===== src/hw/rtl/dtpp_div_pipe.sv =====
// ----------------------------------------------------------------------------
// dtpp_div_pipe
// Pipelined restoring divider: one quotient bit per stage, QW stages.
// The quotient must fit in QW bits; otherwise the result is undefined.
// ----------------------------------------------------------------------------
module dtpp_div_pipe #(
  parameter int unsigned NW = 40,
  parameter int unsigned DW = 16,
  parameter int unsigned QW = 40
) (
  input  logic          clk,
  input  logic [NW-1:0] num,
  input  logic [DW-1:0] den,
  output logic [QW-1:0] quo
);

  localparam int unsigned EW = (NW > DW + QW) ? NW : DW + QW;

  logic [NW-1:0] rem_r [QW];
  logic [DW-1:0] den_r [QW];
  logic [QW-1:0] quo_r [QW];

  for (genvar i = 0; i < QW; i++) begin : g_stage
    logic [NW-1:0] rem_in;
    logic [DW-1:0] den_in;
    logic [QW-1:0] quo_in;
    logic [EW-1:0] shf;
    logic [EW-1:0] rem_ext;
    logic          fit;

    if (i == 0) begin : g_first
      assign rem_in = num;
      assign den_in = den;
      assign quo_in = '0;
    end else begin : g_next
      assign rem_in = rem_r[i-1];
      assign den_in = den_r[i-1];
      assign quo_in = quo_r[i-1];
    end

    // trial subtract of the divisor aligned to this quotient bit
    assign shf     = EW'(den_in) << (QW - 1 - i);
    assign rem_ext = EW'(rem_in);
    assign fit     = rem_ext >= shf;

    always_ff @(posedge clk) begin
      rem_r[i] <= fit ? NW'(rem_ext - shf) : rem_in;
      den_r[i] <= den_in;
      quo_r[i] <= (quo_in << 1) | QW'(fit);
    end
  end

  assign quo = quo_r[QW-1];

endmodule


===== config.mk =====
export PLATFORM = sky130hd
export DESIGN_NAME = dtpp_div_pipe
export DESIGN_NICKNAME = d
export VERILOG_FILES = /design/src/hw/rtl/dtpp_div_pipe.sv
export SDC_FILE = /design/constraint.sdc
export NUM_CORES = 2
export LEC_CHECK = 0
export ABC_AREA = 1
export BUFFER_PORTS_ARGS = -buffer_cell sky130_fd_sc_hd__buf_2
export CAP_MARGIN = 25
export CORE_ASPECT_RATIO = 1.25
export CORE_UTILIZATION = 50
export CTS_CLUSTER_SIZE = 10
export DETAILED_ROUTE_END_ITERATION = 6
export PLACE_DENSITY = 0.69
export SLEW_MARGIN = 5
export SYNTH_ARGS = -nofsm -noshare
export SYNTH_HDL_FRONTEND = slang
export SYNTH_SLANG_ARGS = --single-unit

===== constraint.sdc =====
create_clock -name clk -period 2.47 [get_ports clk]
set_clock_uncertainty 0.2 [all_clocks]
set_input_delay 0.1235 -clock clk [delete_from_list [all_inputs] [get_ports clk]]
set_output_delay 0.1235 -clock clk [all_outputs]
set_load 0.03 [all_outputs]

# Yosys cells after proc, flatten, opt, wreduce, memory -nomap -nowiden
# Memories as Yosys holds them, arrays and structs flattened.
# Index checks and enable logic that the tools add are counted.
[classes]
n_lt_le_gt_ge = 40
bitwise_logic = 39
muxes = 40
n_addsub = 40
[ops]
columns = ["operator", "n"]
rows = [
  ["40-bit two-way mux", 40],
  ["40-bit by 1-bit bitwise OR with 40-bit output", 39],
  ["40-bit subtractor", 16],
  ["40-bit by 55-bit greater-or-equal comparator with 1-bit output", 1],
  ["40-bit by 54-bit greater-or-equal comparator with 1-bit output", 1],
  ["40-bit by 53-bit greater-or-equal comparator with 1-bit output", 1],
  ["40-bit by 52-bit greater-or-equal comparator with 1-bit output", 1],
  ["40-bit by 51-bit greater-or-equal comparator with 1-bit output", 1],
  ["40-bit by 50-bit greater-or-equal comparator with 1-bit output", 1],
  ["40-bit by 49-bit greater-or-equal comparator with 1-bit output", 1],
  ["40-bit by 48-bit greater-or-equal comparator with 1-bit output", 1],
  ["40-bit by 47-bit greater-or-equal comparator with 1-bit output", 1],
  ["40-bit by 46-bit greater-or-equal comparator with 1-bit output", 1],
  ["40-bit by 45-bit greater-or-equal comparator with 1-bit output", 1],
  ["40-bit by 44-bit greater-or-equal comparator with 1-bit output", 1],
  ["40-bit by 43-bit greater-or-equal comparator with 1-bit output", 1],
  ["40-bit by 42-bit greater-or-equal comparator with 1-bit output", 1],
  ["40-bit by 41-bit greater-or-equal comparator with 1-bit output", 1],
  ["40-bit by 16-bit greater-or-equal comparator with 1-bit output", 1],
  ["40-bit by 17-bit greater-or-equal comparator with 1-bit output", 1],
  ["40-bit by 18-bit greater-or-equal comparator with 1-bit output", 1],
  ["40-bit by 19-bit greater-or-equal comparator with 1-bit output", 1],
  ["40-bit by 20-bit greater-or-equal comparator with 1-bit output", 1],
  ["40-bit by 21-bit greater-or-equal comparator with 1-bit output", 1],
  ["other kinds (43)", 43],
]
[word_totals]
ramBits = 3840
n_memories = 3
word_cells = 162
register_bits = 0
[mem_list]
columns = ["memory", "depth", "word_bits", "read_ports", "rd_ports_with_merged_regs", "wr", "line_no", "source"]
rows = [
  ["quo_r", 40, 40, 40, 0, 40, "21", "logic [QW-1:0] quo_r [QW];"],
  ["rem_r", 40, 40, 39, 0, 40, "19", "logic [NW-1:0] rem_r [QW];"],
  ["den_r", 40, 16, 39, 0, 40, "20", "logic [DW-1:0] den_r [QW];"],
]

# Depth between registers and ports, before layout
# An unclocked memory read counts as a cell.
[logic_depth]
depth_word = 3
mapped_depth = 16

# Worst setup path after synthesis
# No wires, ideal clock.
[synth_timing]
path_kind = "register to register"
startpoint = "memory rem_r[36][2] (netlist: rem_r[4][162])"
endpoint = "memory rem_r[37][30] (netlist: rem_r[4][230])"
path_stages_with_launch = 13
arrival_time_ps = 1942
setup_slack_ps = 262
setup_ps = 66
path_buffers = 1
synth_period_minus_slack_ps = 2208
cell_sequence = "dfxtp_1 -> inv_1 -> ha_1 -> inv_1 -> fa_1 -> nand3_1 -> nand3_1 -> nand3_1 -> nand3_1 -> nand2_1 -> clkbuf_1 -> nand4_1 -> a21oi_2"
[synth_rtl]
columns = ["element", "line_no"]
rows = [
  ["from (decl)", "19"],
]

==> flow_summary_export.csv <==
group,metric,value,unit
floorplan,placement_rows,195,
placed_design,place_hpwl,225700,um
critical_path,critical_path_cell_by_cell,"inv_1 -> ha_4 -> nand2_1 -> inv_2 -> nand2_1 -> nor2_1 -> nand2_1 -> nor2_2 -> nor2_2 -> nand3_2 -> inv_2 -> buf_12 -> a21oi_1 -> buf_4",
critical_path,critical_path_peak_fanout,10,
grt,grt_start_max_net_pins,31,
pwr,p_per_area,1249,nW/um2
clock_tree,clk_path_buf_depth,4,
finish,total_of_fill_cells_in_the_finished_design,20113,
detailed_routing,wl_per_cell,16.10,um
placed_design,post_dp_cell_area,121100,um2
critical_path,worst_setup_path_end_kind,"register",
floorplan,dieArea,230100,um2
detailed_routing,drtIter0Drc,5011,
timing,layout_worst_path_cycle_share,0.9648,
pwr,power_leakage,0.06448,uW
yosys,syn-num-nets,14575,
timing,layout_setup_ws,0.08693,ns
grt,grt_antenna_before_repair,6,
yosys,synthDistinctLibCells,64,
pwr,power,166200,uW
critical_path,cp.required,3.07,ns
critical_path,critPathMostFrequentCell,"nand2_1",
yosys,synth_enable_flop_cells,0,
timing,final_max_slew_viol_count,0,
critical_path,critical-path-max-stage-delay,0.36,ns
outcome,outcome,"complete, but fails checks",
placed_design,placement.io_buffers,96,
detailed_routing,route.detailed.vias_per_inst,4.951,
timing,whs,0.07813,ns
detailed_routing,detail_route.drc_violations,5,
clock_tree,cts_root_buffer,"clkbuf_16",
pwr,peakVddDrop,783.6,uV
placed_design,preCtsSetupSlack,-0.3561,ns
clock_tree,clk_pin_slew,0.06,ns
detailed_routing,antenna_violating_nets_post_route,0,
timing,report.final.hold_viol_count,0,
yosys,yosysWarnings,0,
min_path,worst_hold_path_type,"reg -> reg",
placed_design,place_congestion,0.9716,
floorplan,placeableCoreArea,226200,um2
clock_tree,numClockSinks,3004,
detailed_routing,drt-pass1-iter-count,7,
yosys,yosys_register_bits,3004,
finish,share_of_layout_cells_above_drive_strength_1,0.09818,
floorplan,start_util,0.5043,
run,timing.max_cap.violations,0,
clock_tree,worstSkewPairLatency,0.89,ns
yosys,synth.cell_area,114100,um2
yosys,syn_avg_cell_area,8.171,um2
clock_tree,cts-htree-levels,5,
floorplan,ios,97,
finish,area_delta_synth_final,16.62,%
timing,max_slew_margin,0.5859,
detailed_routing,via_count,88674,
yosys,ys_async_sr_fraction,0,
floorplan,fp.dieH,536.0,um
timing,rsz0062_at_grt,"yes",
critical_path,worstSetupPathType,"reg -> reg",
detailed_routing,routed_wl,288300,um
critical_path,critPathSlowestCell,"dfxtp_1",
outcome,violations_in_the_final_reports,"DRC",
finish,nets,15509,
timing,finalWorstPathRequiredPeriod,2.383,ns
critical_path,critPathLaunchType,"register",
timing,setup_violations,0,
yosys,syn_inst,13960,
finish,multi_input_comb_area,46490,um2
timing,pin_slew_with_the_least_headroom_to_its_limit,0.6147,ns
yosys,synth_flop_cell,"dfxtp_1",
finish,finish.instance_area,133000,um2
grt,grt_pass1_wl,453000,um
clock_tree,total_clock_buffers_created_by_cts,349,
floorplan,die_x,429.2,um
grt,overflow,0,
clock_tree,cts_tree,"yes",
finish,register_area,60160,um2
critical_path,worstPathArrival,2.99,ns
grt,track_usage,0.2458,
grt,number_of_global_route_vias_before_repair,87961,
timing,fmax,0.4196,GHz
yosys,synth-seq-area-share,0.5272,
finish,finalCoreUtilization,0.5882,
[cells by family (layout without fill, tap and decap cells)]
family	count (synthesis)	in the layout	synth area share
flip-flops	3004	3004	0.5272
AO/OA/AOI/OAI	1098	1098	0.05509
adder cells (fa/ha/maj)	558	558	0.06371
AND/OR/NAND/NOR	6857	6859	0.2536
buffers and inverters	2087	3077	0.07305
XOR/XNOR	356	356	0.02733
other	0	4	0
[per-stage QoR]
step	setup TNS, ns	instances
floorplan	0	13960
global placement	-12.73	17358
detailed placement	-12.95	17358
CTS	0	17887
global route	-0.2378	17910
finish	0	17911
[sequential cells by signal (all words and copies together), names as in the netlist]
name and flops:
den_r 624, quo_r 820, rem_r 1560
[metal layers]
| metal | part of all wire | up-vias | GRT usage |
|---|---|---|---|
| li1 | - | 45653 | - |
| met1 | 0.40 | 40404 | 0.2738 |
| met2 | 0.51 | 1925 | 0.4583 |
| met3 | 0.039 | 690 | 0.03136 |
| met4 | 0.049 | 2 | 0.1193 |
| met5 | 0.000090 | - | 0 |
[worst max-delay path, delay by kind of cell, from the launching register on]
kind,cells,cell delay (ns)
AND/OR/NAND/NOR,7,0.79
buffers and inverters,5,0.53
flip-flops,1,0.36
adder cells (fa/ha/maj),1,0.29
AO/OA/AOI/OAI,1,0.16
[layout make-up]
class	instances	area share
clock buffers	381	0.06777
inverters	1978	0.05619
well taps	2955	0.02779
repair buffers	689	0.04235
flip-flops and latches	3004	0.4523
repair inverters	1	0.00006584
diodes	4	0.00007524
multi-input cells	8871	0.3495
clock inverters	28	0.004007
[layout by cell type (no fill, tap or decap), drive strengths merged, types with 18 or more instances in the layout]
master	Yosys	final
nand2	4096	4096
nor4	120	120
nor3	154	154
nor2	1292	1294
clkbuf	8	384
o21bai	34	34
inv	1978	1983
o21a	18	18
o21ai	338	338
xnor2	117	117
a21oi	650	650
xor2	239	239
dfxtp	3004	3004
nand3b	75	75
fa	38	38
nand4	269	269
dlygate4sd3	0	112
or2	18	18
buf	101	574
nand3	794	794
a21o	30	30
ha	520	520
[what timing repair did]
item,4_1_cts,5_1_grt
endpoints found under the hold margin,57,0
pin swaps,4,22
setup buffers,5,16
resized for setup,25,232
hold buffers,112,0
setup endpoints to repair,172,523
gates cloned,3,4
[worst paths after layout]
path / start / endpoint / slack (ns) / depth (start not counted)
setup / recovery: den_r[4][41]$_DFF_P_ / rem_r[4][146]$_DFF_P_ / 0.09 / 14
hold / removal: quo_r[4][67]$_DFF_P_ / quo_r[4][108]$_DFF_P_ / 0.08 / 0
setup reg to reg: den_r[4][41]$_DFF_P_ / rem_r[4][146]$_DFF_P_ / 0.09 / 14
hold reg to reg: quo_r[4][67]$_DFF_P_ / quo_r[4][108]$_DFF_P_ / 0.08 / 0
[Yosys cell counts, types with 12 or more instances]
cell type,count,share of area
a21oi_2,101,0.0078
inv_2,38,0.0013
nand3_2,12,0.0011
a21oi_1,546,0.024
nor2_1,1248,0.041
nand4_1,262,0.014
o21ai_2,26,0.0020
ha_1,520,0.057
buf_4,30,0.0020
nand2_1,4051,0.13
nor2_2,32,0.0018
xnor2_1,117,0.0090
or2_2,14,0.00077
nand3_1,776,0.034
a21o_1,30,0.0020
o21a_1,18,0.0012
fa_1,38,0.0067
o21ai_1,78,0.0034
inv_1,1937,0.064
dfxtp_1,3004,0.53
nor4_1,119,0.0065
nor3_1,147,0.0064
buf_6,40,0.0039
buf_2,27,0.0012
nand2_2,40,0.0022
o21ai_0,234,0.010
xor2_1,239,0.018
o21bai_1,32,0.0021
nand3b_1,73,0.0048
and2_1,13,0.00071
[report_power, final]
group	internal (uW)	switching [uW]
Clock	26000	18300
Sequential	57300	6930
Combinational	21900	35700
(Power assumes the default switching activity.)
